## config.mk

```make
export PLATFORM = sky130hd
export DESIGN_NAME = edge_normalized_weighted_average
export DESIGN_NICKNAME = d
export VERILOG_FILES = /design/src/sv/enwa_pkg.sv /design/src/sv/enwa_datapath.sv /design/src/sv/enwa_control.sv /design/src/sv/edge_normalized_weighted_average.sv
export SDC_FILE = /design/constraint.sdc
export NUM_CORES = 2
export LEC_CHECK = 0
export BUFFER_PORTS_ARGS = -buffer_cell sky130_fd_sc_hd__buf_4
export CELL_PAD_IN_SITES_DETAIL_PLACEMENT = 1
export CELL_PAD_IN_SITES_GLOBAL_PLACEMENT = 2
export CORE_ASPECT_RATIO = 0.75
export CORE_MARGIN = 8
export CORE_UTILIZATION = 42
export CTS_CLUSTER_SIZE = 16
export DETAILED_ROUTE_END_ITERATION = 10
export PLACE_DENSITY_LB_ADDON = 0.25
export SYNTH_ARGS = -nofsm -noshare
export SYNTH_HDL_FRONTEND = slang
export SYNTH_HIERARCHICAL = 1
export SYNTH_SLANG_ARGS = --single-unit
```

## constraint.sdc

```tcl
create_clock -name clk -period 7.3 [get_ports clk]
set_clock_uncertainty 0.2 [all_clocks]
set_input_delay 0.73 -clock clk [delete_from_list [all_inputs] [get_ports clk]]
set_output_delay 0.73 -clock clk [all_outputs]
set_load 0.05 [all_outputs]
```

## src/sv/enwa_pkg.sv

```systemverilog
// ---------------------------------------------------------------------------
// enwa_pkg: shared types and constants
// Register indexes, widths and the controller/datapath command word of the
// edge normalized weighted average filter.
// ---------------------------------------------------------------------------
package enwa_pkg;

	localparam int unsigned MAX_RADIUS_DEF  = 32;
	localparam int unsigned SAMPLE_BITS_DEF = 24;
	localparam int unsigned WEIGHT_BITS     = 16;
	localparam int unsigned TOTAL_BITS      = 22;
	localparam int unsigned RADIUS_BITS     = 6;
	localparam int unsigned ADDR_BITS       = 4;

	// Register byte addresses.
	localparam logic [ADDR_BITS-1:0] REG_RADIUS       = 4'h0;
	localparam logic [ADDR_BITS-1:0] REG_WEIGHT_ADDR  = 4'h4;
	localparam logic [ADDR_BITS-1:0] REG_WEIGHT_VALUE = 4'h8;

	// Commands from the controller to the datapath.
	typedef struct packed {
		logic       shift_in;    // write the accepted word into the window
		logic       clear_acc;   // start a new output
		logic       mac;         // one multiply-accumulate step
		logic       div_start;   // start the divider
		logic [5:0] tap;         // weight index k
		logic [6:0] age;         // sample age, negative when bit 6 is set (valid when mac)
		logic       tap_valid;   // age lies inside the frame
		logic       full;        // window entirely inside frame
		logic       clear_win;   // frame restart
	} dp_cmd_t;

	typedef struct packed {
		logic div_busy;
		logic div_done;
	} dp_stat_t;

endpackage

```

## src/sv/enwa_datapath.sv

```systemverilog
// ---------------------------------------------------------------------------
// enwa_datapath: window, weights, MAC and divider
// Holds the sample window as a memory, the weight table, a shared
// multiply-accumulate unit, a weight total sweep and a radix-2 restoring
// divider.
// ---------------------------------------------------------------------------
module enwa_datapath #(
	parameter int unsigned MAX_RADIUS  = enwa_pkg::MAX_RADIUS_DEF,
	parameter int unsigned SAMPLE_BITS = enwa_pkg::SAMPLE_BITS_DEF
) (
	input  logic                          clk,
	input  logic                          arst_n,
	input  enwa_pkg::dp_cmd_t             cmd,
	output enwa_pkg::dp_stat_t            stat,
	input  logic [SAMPLE_BITS-1:0]        sample,
	input  logic                          wt_we,
	input  logic [5:0]                    wt_addr,
	input  logic [enwa_pkg::WEIGHT_BITS-1:0] wt_data,
	input  logic                          tot_start,
	input  logic [5:0]                    tot_len,
	output logic                          tot_busy,
	output logic [SAMPLE_BITS-1:0]        result
);
	import enwa_pkg::*;

	localparam int unsigned WIN      = 2 * MAX_RADIUS - 1;
	localparam int unsigned ACC_BITS = SAMPLE_BITS + WEIGHT_BITS + 6;
	localparam int unsigned DIV_BITS = ACC_BITS;
	localparam int unsigned CNT_BITS = $clog2(DIV_BITS + 1);

	// Sample window: circular buffer, newest word just above the head.
	logic [SAMPLE_BITS-1:0] win_mem [WIN];
	logic [5:0] head_q;
	logic [WEIGHT_BITS-1:0] wt_mem [WIN];
	logic [WIN-1:0]         wt_vld_q;

	logic [SAMPLE_BITS-1:0] samp_s1;
	logic [WEIGHT_BITS-1:0] wt_raw_s1, wt_s1;
	logic                   wt_vld_s1;
	logic                   use_s1, mac_s1;
	logic [6:0]             rd_idx;
	logic [5:0]             wt_raddr;
	logic signed [ACC_BITS-1:0] acc_q;
	logic [TOTAL_BITS-1:0]  wsum_q;

	logic                   tot_busy_q, trd_s1;
	logic [5:0]             tk_q;
	logic [TOTAL_BITS-1:0]  tsum_q, total_q;

	// Index of the sample of the given age.
	always_comb begin
		logic [6:0] s;
		s = {1'b0, head_q} + cmd.age + 7'd1;
		if (s >= 7'(WIN)) s = s - 7'(WIN);
		rd_idx = s;
	end

	// The weight port serves the total sweep while it runs, else the taps.
	assign wt_raddr = tot_busy_q ? tk_q : cmd.tap;

	// Window and weight memories.
	always_ff @(posedge clk) begin
		if (cmd.shift_in) win_mem[head_q] <= sample;
		if (wt_we && wt_addr < 6'(WIN)) wt_mem[wt_addr[5:0]] <= wt_data;
		samp_s1   <= win_mem[rd_idx[5:0]];
		wt_raw_s1 <= wt_mem[wt_raddr];
	end

	// Weights never written read as zero.
	assign wt_s1 = wt_vld_s1 ? wt_raw_s1 : '0;

	always_ff @(posedge clk or negedge arst_n) begin
		if (!arst_n) begin
			head_q    <= '0;
			use_s1    <= 1'b0;
			mac_s1    <= 1'b0;
			wt_vld_q  <= '0;
			wt_vld_s1 <= 1'b0;
		end else begin
			use_s1 <= cmd.tap_valid;
			mac_s1 <= cmd.mac;
			if (wt_we && wt_addr < 6'(WIN)) wt_vld_q[wt_addr] <= 1'b1;
			wt_vld_s1 <= wt_vld_q[wt_raddr];
			if (cmd.clear_win) head_q <= '0;
			else if (cmd.shift_in) head_q <= (head_q == 6'd0) ? 6'(WIN - 1) : head_q - 6'd1;
		end
	end

	// Weight total: one table read per cycle over the first tot_len entries.
	always_ff @(posedge clk or negedge arst_n) begin
		if (!arst_n) begin
			tot_busy_q <= 1'b0;
			trd_s1     <= 1'b0;
			tk_q       <= '0;
			tsum_q     <= '0;
			total_q    <= '0;
		end else if (tot_start) begin
			tot_busy_q <= 1'b1;
			trd_s1     <= 1'b0;
			tk_q       <= '0;
			tsum_q     <= '0;
		end else if (tot_busy_q) begin
			trd_s1 <= (tk_q < tot_len);
			if (tk_q < tot_len) tk_q <= tk_q + 6'd1;
			if (trd_s1) tsum_q <= tsum_q + TOTAL_BITS'(wt_s1);
			else if (tk_q >= tot_len) begin
				total_q    <= tsum_q;
				tot_busy_q <= 1'b0;
			end
		end
	end

	assign tot_busy = tot_busy_q;

	// Multiply-accumulate on the registered operands.
	always_ff @(posedge clk) begin
		if (cmd.clear_acc) begin
			acc_q  <= '0;
			wsum_q <= '0;
		end else if (mac_s1 && use_s1) begin
			acc_q  <= acc_q + ACC_BITS'($signed(samp_s1) * $signed({1'b0, wt_s1}));
			wsum_q <= wsum_q + TOTAL_BITS'(wt_s1);
		end
	end

	// Restoring divider on magnitudes, sign fixed at the end.
	logic [DIV_BITS-1:0]   quo_q, rem_q;
	logic [TOTAL_BITS-1:0] dvs_q;
	logic [CNT_BITS-1:0]   cnt_q;
	logic                  neg_q, busy_q, done_q, zero_q;
	logic [DIV_BITS:0]     trial;

	assign trial = {rem_q, quo_q[DIV_BITS-1]} - (DIV_BITS+1)'(dvs_q);

	always_ff @(posedge clk or negedge arst_n) begin
		if (!arst_n) begin
			busy_q <= 1'b0;
			done_q <= 1'b0;
		end else begin
			done_q <= 1'b0;
			if (cmd.div_start) busy_q <= 1'b1;
			else if (busy_q && cnt_q == CNT_BITS'(1)) begin
				busy_q <= 1'b0;
				done_q <= 1'b1;
			end
		end
	end

	always_ff @(posedge clk) begin
		if (cmd.div_start) begin
			dvs_q  <= cmd.full ? total_q : wsum_q;
			zero_q <= cmd.full ? (total_q == '0) : (wsum_q == '0);
			neg_q  <= acc_q[ACC_BITS-1];
			quo_q  <= acc_q[ACC_BITS-1] ? DIV_BITS'(-acc_q) : DIV_BITS'(acc_q);
			rem_q  <= '0;
			cnt_q  <= CNT_BITS'(DIV_BITS);
		end else if (busy_q) begin
			cnt_q <= cnt_q - CNT_BITS'(1);
			if (!trial[DIV_BITS]) begin
				rem_q <= trial[DIV_BITS-1:0];
				quo_q <= {quo_q[DIV_BITS-2:0], 1'b1};
			end else begin
				rem_q <= {rem_q[DIV_BITS-2:0], quo_q[DIV_BITS-1]};
				quo_q <= {quo_q[DIV_BITS-2:0], 1'b0};
			end
		end
	end

	always_comb begin
		logic [DIV_BITS-1:0] q;
		q = neg_q ? -quo_q : quo_q;
		result = zero_q ? '0 : q[SAMPLE_BITS-1:0];
	end

	assign stat.div_busy = busy_q;
	assign stat.div_done = done_q;

endmodule

```

## src/sv/enwa_control.sv

```systemverilog
// ---------------------------------------------------------------------------
// enwa_control: sequencing state machine
// Accepts a word, walks the window taps for each due output, starts the
// divider and hands results to the output register.
// ---------------------------------------------------------------------------
module enwa_control #(
	parameter int unsigned MAX_RADIUS = enwa_pkg::MAX_RADIUS_DEF
) (
	input  logic              clk,
	input  logic              arst_n,
	input  logic [5:0]        radius,
	input  logic              in_valid,
	input  logic              in_last,
	output logic              in_ready,
	input  logic              out_free,
	output logic              out_load,
	output logic              out_last,
	output enwa_pkg::dp_cmd_t cmd,
	input  enwa_pkg::dp_stat_t stat
);
	import enwa_pkg::*;

	localparam int unsigned WIN = 2 * MAX_RADIUS - 1;

	typedef enum logic [2:0] {S_IDLE, S_MAC, S_DRAIN, S_DIV, S_WAIT, S_OUT} state_t;

	state_t     state_q;
	logic [5:0] cnt_q, r_q, c_q, k_q;
	logic       last_q, full_q;
	logic [6:0] age;
	logic [5:0] reff;

	assign reff = (radius == 6'd0) ? 6'd1 : (radius > 6'(MAX_RADIUS)) ? 6'(MAX_RADIUS) : radius;
	// Age of tap k: c + r - 1 - k, negative flagged by bit 6.
	assign age = 7'(c_q) + 7'(r_q) - 7'd1 - 7'(k_q);

	always_comb begin
		cmd = '0;
		cmd.tap = k_q;
		cmd.age = age;
		cmd.full = full_q;
		in_ready = (state_q == S_IDLE);
		cmd.shift_in = in_valid && in_ready;
		if (state_q == S_MAC) begin
			cmd.mac = 1'b1;
			cmd.tap_valid = !age[6] && (age < 7'(cnt_q));
		end
		// The accumulator clears on the first tap of each output.
		cmd.clear_acc = (state_q == S_MAC) && k_q == 6'd0;
		cmd.div_start = (state_q == S_DIV);
		cmd.clear_win = (state_q == S_OUT) && out_free && last_q && c_q == 6'd0;
	end

	assign out_load = (state_q == S_OUT) && out_free;
	assign out_last = last_q && c_q == 6'd0;

	always_ff @(posedge clk or negedge arst_n) begin
		if (!arst_n) begin
			state_q <= S_IDLE;
			cnt_q <= '0; r_q <= 6'd1; c_q <= '0; k_q <= '0;
			last_q <= 1'b0; full_q <= 1'b0;
		end else begin
			unique case (state_q)
				S_IDLE: if (in_valid) begin
					logic [5:0] n;
					n = (cnt_q == 6'(WIN)) ? cnt_q : cnt_q + 6'd1;
					cnt_q <= n; r_q <= reff; last_q <= in_last; k_q <= '0;
					if (in_last) begin
						// Flush from the oldest pending center down to age 0.
						if (reff - 6'd1 < n) c_q <= reff - 6'd1; else c_q <= n - 6'd1;
						state_q <= S_MAC;
					end else if (reff - 6'd1 < n) begin
						c_q <= reff - 6'd1;
						state_q <= S_MAC;
					end
				end
				S_MAC: begin
					if (age[6] || age >= 7'(cnt_q)) full_q <= 1'b0;
					if (k_q == 6'd0) full_q <= !(age[6] || age >= 7'(cnt_q));
					if (k_q == {r_q[4:0], 1'b0} - 6'd2) state_q <= S_DRAIN;
					else k_q <= k_q + 6'd1;
				end
				S_DRAIN: state_q <= S_DIV;
				S_DIV: state_q <= S_WAIT;
				S_WAIT: if (stat.div_done) state_q <= S_OUT;
				S_OUT: if (out_free) begin
					k_q <= '0;
					if (last_q && c_q != 6'd0) begin
						c_q <= c_q - 6'd1;
						state_q <= S_MAC;
					end else begin
						if (last_q) cnt_q <= '0;
						state_q <= S_IDLE;
					end
				end
				default: state_q <= S_IDLE;
			endcase
		end
	end

endmodule

```

## src/sv/edge_normalized_weighted_average.sv

```systemverilog
// ---------------------------------------------------------------------------
// edge_normalized_weighted_average: edge-renormalized smoothing filter
// Streams a frame of samples and emits weighted window averages.
// ---------------------------------------------------------------------------
// channel | dir | handshake         | payload
// s_axis  | in  | tvalid/tready     | tdata: sample; tuser: frame_end
// m_axis  | out | tvalid/tready     | tdata: smoothed; tuser: run_last
// apb     | in  | psel/penable      | radius, weight_addr, weight_value
// Each output runs through 2R-1 taps on the shared multiplier, a drain, a
// divider load, 46 quotient steps, a wait for the divider to finish and an
// output step.
// Input is taken one word at a time while the controller is idle.
// A held output word does not stop the next input from being accepted.
// A radius or weight write starts a total sweep that holds input.
// Reset clears the window position and counts, sets the radius to 1 and makes the weights read as 0 until written.
module edge_normalized_weighted_average #(
	parameter int unsigned MAX_RADIUS  = enwa_pkg::MAX_RADIUS_DEF,
	parameter int unsigned SAMPLE_BITS = enwa_pkg::SAMPLE_BITS_DEF
) (
	input  logic        clk,
	input  logic        arst_n,
	input  logic        s_axis_tvalid,
	output logic        s_axis_tready,
	input  logic [((SAMPLE_BITS+7)/8)*8-1:0] s_axis_tdata, // [SAMPLE_BITS-1:0] sample
	input  logic        s_axis_tuser,                       // [0] frame_end
	output logic        m_axis_tvalid,
	input  logic        m_axis_tready,
	output logic [((SAMPLE_BITS+7)/8)*8-1:0] m_axis_tdata, // [SAMPLE_BITS-1:0] smoothed
	output logic        m_axis_tuser,                       // [0] run_last
	input  logic        psel,
	input  logic        penable,
	input  logic        pwrite,
	input  logic [enwa_pkg::ADDR_BITS-1:0] paddr,
	input  logic [31:0] pwdata,
	output logic [31:0] prdata,
	output logic        pready
);
	import enwa_pkg::*;

	localparam int unsigned DW  = ((SAMPLE_BITS + 7) / 8) * 8;

	logic [5:0]  radius_q, waddr_q;
	logic [15:0] wval_q;
	logic        wr, tot_start, tot_busy;
	logic [5:0]  reff_cfg, tot_len;

	assign pready = 1'b1;
	assign wr = psel && penable && pwrite;

	// Register writes.
	always_ff @(posedge clk or negedge arst_n) begin
		if (!arst_n) begin
			radius_q <= 6'd1; waddr_q <= '0; wval_q <= '0;
		end else if (wr) begin
			unique case (paddr)
				REG_RADIUS: radius_q <= pwdata[5:0];
				REG_WEIGHT_ADDR: waddr_q <= pwdata[5:0];
				REG_WEIGHT_VALUE: wval_q <= pwdata[15:0];
				default: ;
			endcase
		end
	end

	// A radius or weight write restarts the weight total sweep over 2R-1 taps.
	assign tot_start = wr && (paddr == REG_RADIUS || paddr == REG_WEIGHT_VALUE);
	assign reff_cfg  = (radius_q == 6'd0) ? 6'd1 :
		(radius_q > 6'(MAX_RADIUS)) ? 6'(MAX_RADIUS) : radius_q;
	assign tot_len   = {reff_cfg[4:0], 1'b0} - 6'd1;

	always_comb begin
		unique case (paddr)
			REG_RADIUS:       prdata = {26'd0, radius_q};
			REG_WEIGHT_ADDR:  prdata = {26'd0, waddr_q};
			REG_WEIGHT_VALUE: prdata = {16'd0, wval_q};
			default:          prdata = '0;
		endcase
	end

	dp_cmd_t  cmd;
	dp_stat_t stat;
	logic [SAMPLE_BITS-1:0] result;
	logic out_load, out_last, ctl_ready;
	logic ovalid_q, olast_q;
	logic [SAMPLE_BITS-1:0] odata_q;

	enwa_control #(.MAX_RADIUS(MAX_RADIUS)) u_ctl (
		.clk, .arst_n, .radius(radius_q),
		.in_valid(s_axis_tvalid && !tot_busy), .in_last(s_axis_tuser), .in_ready(ctl_ready),
		.out_free(!ovalid_q || m_axis_tready), .out_load, .out_last,
		.cmd, .stat
	);

	enwa_datapath #(.MAX_RADIUS(MAX_RADIUS), .SAMPLE_BITS(SAMPLE_BITS)) u_dp (
		.clk, .arst_n, .cmd, .stat, .sample(s_axis_tdata[SAMPLE_BITS-1:0]),
		.wt_we(wr && paddr == REG_WEIGHT_VALUE), .wt_addr(waddr_q),
		.wt_data(pwdata[15:0]), .tot_start, .tot_len, .tot_busy, .result
	);

	assign s_axis_tready = ctl_ready && !tot_busy;

	// Output register.
	always_ff @(posedge clk or negedge arst_n) begin
		if (!arst_n) ovalid_q <= 1'b0;
		else if (out_load) ovalid_q <= 1'b1;
		else if (m_axis_tready) ovalid_q <= 1'b0;
	end
	always_ff @(posedge clk) begin
		if (out_load) begin
			odata_q <= result;
			olast_q <= out_last;
		end
	end

	assign m_axis_tvalid = ovalid_q;
	assign m_axis_tdata  = DW'(odata_q);
	assign m_axis_tuser  = olast_q;

endmodule

```

Yosys cells after proc, flatten, opt, wreduce, memory -nomap -nowiden

Memory sizes are Yosys's and may differ from the RTL's. A register that Yosys moved wholly into a read port is not among the register bits.
Cells that the tools add are included.

Register bits: 399
Logic and storage cells: 219
ROM bits: 0
Output and inout port bits: 60
Bits in writable memories: 2520
Memories: 2
Bits in latches: 0
Input bits: 68

Memory list:

| name         | words | bits a word | read ports | clocked after memory_dff | wr ports | line                | source |
|---|---|---|---|---|---|---|---|
| u_dp.win_mem | 63    | 24          | 1          | 1                        | 1        | enwa_datapath.sv:32 | `logic [SAMPLE_BITS-1:0] win_mem [WIN];` |
| u_dp.wt_mem  | 63    | 16          | 1          | 1                        | 1        | enwa_datapath.sv:34 | `logic [WEIGHT_BITS-1:0] wt_mem [WIN];` |

Bitwise operators: 3
Mux-type cells: 72
Equality and inequality tests: 19
Magnitude comparators: 11
Reduce and logical (&&, ||, !) cells: 56
Multipliers: 1
Divide/modulo/power cells: 0
Add/sub/neg operators: 22
Shifts and indexed selects: 0

Operators with widths:

| cell                  | number |
|---|---|
| $mux W46              | 4 |
| $mux W6               | 24 |
| $mux W22              | 4 |
| $or A63 B63 Y63       | 1 |
| $pmux W16 S3          | 1 |
| $sub A47 B22 Y47      | 1 |
| $add A46 B46 Y46      | 1 |
| $neg A46 Y46          | 1 |
| $add A22 B16 Y22      | 2 |
| $logic_not A22 Y1     | 2 |
| $mul A24 B17 Y41      | 1 |
| $sub A6 B1 Y6 const B | 6 |
| $mux W1               | 25 |
| $logic_not A6 Y1      | 4 |
| $mux W24              | 1 |
| $neg A24 Y24          | 1 |
| $pmux W6 S2           | 2 |
| $add A6 B1 Y6 const B | 3 |
| $logic_and A1 B1 Y1   | 18 |
| $mux W3               | 6 |
| $pmux W3 S6           | 1 |
| $pmux W6 S3           | 1 |
| $reduce_bool A2 Y1    | 9 |
| $mux W16              | 1 |
| other kinds (39)      | 64 |

Depth between registers and ports, before layout

Depth after elaboration: 9
Depth in mapped cells: 28
Gate-level depth less buffers: 26

Hierarchy

The synthesis kept the hierarchy.

By module, submodules not included:

| module                           | times used | cells an instance | area an instance (um2) | sequential area each (um2) |
|---|---|---|---|---|
| enwa_datapath                    | 1          | 10407             | 140633.6               | 84130.7 |
| enwa_control                     | 1          | 343               | 2762.6                 | 726.9 |
| edge_normalized_weighted_average | 1          | 156               | 2371.0                 | 1477.7 |

Worst setup path before layout

OpenSTA, ideal clock, no wires.

Path type: reg-to-reg
Start point: register u_dp.wt_vld_s1
End point: register u_dp.acc_q[43]
Setup time: 0.070 ns
Period minus slack after synthesis: 6.817 ns
Buffers on the path: 2
Path slack: 0.483 ns
Cell stages (with the launch flop): 26
Data arrival time: 6.546 ns
Data required time: 7.030 ns
Path through: dfrtp_1 clkbuf_1 clkbuf_1 and2_1 nand2_1 inv_1 fa_1 inv_1 fa_1 inv_1 fa_1 fa_1 inv_1 fa_1 inv_1 ha_1 and4_1 and3_1 nand2_1 o21ai_0 a31oi_1 a311oi_1 a221oi_1 xnor2_1 nand2_1 a21oi_1

Word-level cells in the longest chain between the ends: 3

Ends and longest elaborated chain:

| what                     | line                 | source |
|---|---|---|
| start: declaration       | enwa_datapath.sv:39  | `logic wt_vld_s1;` |
| start signal: assignment | enwa_datapath.sv:83  | `wt_vld_s1 <= wt_vld_q[wt_raddr];` |
| $mux W16                 | enwa_datapath.sv:70  | `assign wt_s1 = wt_vld_s1 ? wt_raw_s1 : '0;` |
| $mul A24 B17 Y41         | enwa_datapath.sv:121 | `acc_q <= acc_q + ACC_BITS'($signed(samp_s1) * $signed({1'b0, wt_s1}));` |
| $add A46 B46 Y46         | enwa_datapath.sv:121 |  |
| end signal: assignment   | enwa_datapath.sv:121 |  |
| end: declaration         | enwa_datapath.sv:43  | `logic signed [ACC_BITS-1:0] acc_q;` |

Every way passes these cells.
A chain may end at the register's enable or synchronous reset.

==> results summary <==
The first global-routing pass estimated 676 mm of wire. Traced cell by cell, the critical path runs through fa_1 > ha_1 > fa_1 > a21oi_1 > nor2_1 > nor2_1 > xnor2_1 > ha_1 > nor3b_1 > a221o_1 > a211oi_1 > buf_4 > mux2_2 > o211ai_1 > nor2_2 > buf_4 > a22o_1 > a31oi_1 > buf_4 > nand4_1. The count of clock tree sinks came out at 2959.

The max-slew violation count came to 0. The largest net degree at the start of global routing came out at 141. The clock slew at the register clock pins of the worst setup and hold paths came out at 0.06 ns. The post-detailed-route via-to-cell ratio came out at 6.04. The TritonCTS clock tree is done. The cell with the most instances on the worst path is buf_4.

The total of endpoints with negative setup slack in the final report is 0. The initial antenna violation count was 27. For the worst-skew pair, the clock arrives at the later sink with an insertion delay of 0.90 ns. The reg-to-reg setup timing slack is 0.24 ns. The fmax came out at 0.142 GHz. The leftover overflow at the end of global routing is 0. After legalization and detailed placement, the total HPWL measured 290 mm. Summed over all layers, the routed wires come to 457 mm. The number of buffers added by the clock tree synthesis step is 312. The die covers 0.366 sq mm. The layout-stage area growth over the synthesis result came out at 12.8%. Clock tree synthesis selected as its root buffer the cell clkbuf_16. The count of filler cells inserted in the layout came out at 34600. The synthesized instance count is 10900. The count of nets left with antenna violations after detail routing came out at 0. The number of global-route vias before repair came out at 102000. The library cells used most frequently in the layout, excluding fill and tap cells, are 2615 x edfxtp_1, 1025 x nand2_1, 700 x inv_1. The data arrival at the endpoint of the critical path came out at 7.56 ns. After floorplanning, the core was sized to cover 0.346 sq mm. The post-layout minimum cycle time came out at 7.06 ns. The endpoint identified for the worst register-to-register timing path is u_dp/samp_s1[12]. Along the worst path, the maximum fanout reaches 16. The overall track demand over capacity in global routing is 24.3%. In this run the cell area of the synthesized design comes to 0.146 sq mm. The post-synthesis average cell area came out at 13.4 sq um. Once the floorplan was initialized, standard cells occupied 42.1% of the core.

The start-to-end type of the worst setup path is reg2reg. Setup repair after global routing could not meet its margin everywhere. The worst slack after detailed placement is -0.238 ns. The run finished with clean final reports. The fraction of layout cells with a size suffix above 1 is 15.4%. The number of remaining DRC errors is 0.

In this run the critical register-to-register path is launched from u_ctl/r_q[1]. The tool flagged a number of max-cap violations equal to 0. The slowest stage of the critical path belongs to the cell nor2_2. The leading cell type in the layout, fill and taps excluded is edfxtp_1. The capturing element type of the critical path is a flop. The worst setup path is launched from a flop.

In the final design database the tool counted 11800 nets. The largest buffer count on any clock path came out at 4. Detailed routing inserted a total of 96500 vias. The placer congestion estimate is 0.823. Headroom to the max-slew limit came out at 6.31%. The maximum single-stage delay on the critical path came out at 0.89 ns.

The die extent in y is 526 um. The number of search-and-repair iterations in the first detailed-routing pass came out at 6. The Yosys step of the flow raised 6 warnings. The worst endpoint required time came out at 7.81 ns.

The routed length per placed instance came out at 28.6 um. Setup slack closes at 0.243 ns. The number of cell rows is 187. The top-level I/O count came out at 128. The number of cells on the worst reg-to-reg path is 20. The final clock period utilization by the worst path is 96.7%. During placement, the flow inserted port buffers numbering 94.

The DRC violation total after the first TritonRoute iteration is 9133. The die extent in x came out at 696 um. The path class of the tightest hold or removal check is in2async. The total count of hold-check failures in the final report is 0. The actual slew at the worst max-slew pin is 1.38 ns. The total number of H-tree levels came out at 5.
==> area by class of cell <==
type	instances	area [sq um]	share of cell area, %
antenna	11	27.5	0.0167
clock buffer	388	8380	5.10
clock inverter	170	1660	1.01
inverter	705	2650	1.61
multi-input combinational	6523	54600	33.2
sequential	2959	86300	52.5
tap	4630	5790	3.52
timing repair buffer	581	4950	3.01
==> metrics by stage <==
| stage | area [sq um] | cells | TNS (ns) | util, % | hold WS (ns) |
|---|---|---|---|---|---|
| floorplan | 146000 | 10900 | 0 | - | 0.218 |
| global placement | 154000 | 15400 | -0.530 | 44.6 | 0.239 |
| detailed placement | 154000 | 15400 | -1.17 | 44.6 | 0.248 |
| CTS | 164000 | 16000 | 0 | 47.5 | 0.163 |
| global route | 164000 | 16000 | -0.114 | 47.5 | 0.194 |
| finish | 164000 | 16000 | 0 | 47.5 | 0.193 |
==> critical path: cells and delay by family (launching register included) <==
kind / cells / cell delay (ns)
DFF: 1 / 0.46
xor gates and xnor gates: 1 / 0.33
and+or+nand+nor: 5 / 1.48
AOI/OAI and AO/OA: 6 / 1.53
adders and majority gates: 4 / 1.59
muxes: 1 / 0.43
buffers and inverters: 3 / 0.83
==> repair_timing <==
| action | 4_1_cts | 5_1_grt |
|---|---|---|
| hold buffers | 2 | 0 |
| hold endpoints to repair | 68 | 0 |
| gates resized for setup | 11 | 43 |
| endpoints found under the setup margin | 12 | 18 |
| setup buffers | 0 | 1 |
| pin swaps | 2 | 4 |
==> registers in the layout (all words and copies together), names as in the netlist, 22 cells and up <==
| signal | cells |
|---|---|
| u_dp/total_q | 22 |
| u_dp/wt_vld_q | 63 |
| u_dp/rem_q | 46 |
| u_dp/quo_q | 46 |
| u_dp/samp_s1 | 24 |
| u_dp/wt_mem | 1008 |
| u_dp/tsum_q | 22 |
| u_dp/acc_q | 46 |
| u_dp/win_mem | 1512 |
| u_dp/dvs_q | 22 |
| m_axis_tdata | 24 |
| u_dp/wsum_q | 22 |
==> worst max-delay path by stage <==
stage	startpoint	end	depth (start not counted)
2_1_floorplan	u_dp/wt_vld_s1	u_dp/acc_q[43]	25
3_3_place_gp	u_dp/wt_vld_s1	u_dp/acc_q[38]	28
3_5_place_dp	u_dp/wt_vld_s1	u_dp/acc_q[45]	27
4_1_cts	u_dp/wt_vld_s1	u_dp/acc_q[38]	25
5_1_grt	u_dp/wt_vld_s1	u_dp/acc_q[44]	28
6_report	u_ctl/r_q[1]	u_dp/samp_s1[12]	20
==> routing by layer <==
layer	global-route usage, %	vias up	part of all wire (%)
met5	0	-	0.0085
met2	37.9	2971	46
met4	6.38	6	2.7
met3	3.77	586	6.3
li1	-	41300	-
met1	35.5	51600	45
Power is left out: the tool's default activity adds up to more than one toggle a clock period on the data nets, which glitch-free logic cannot reach.
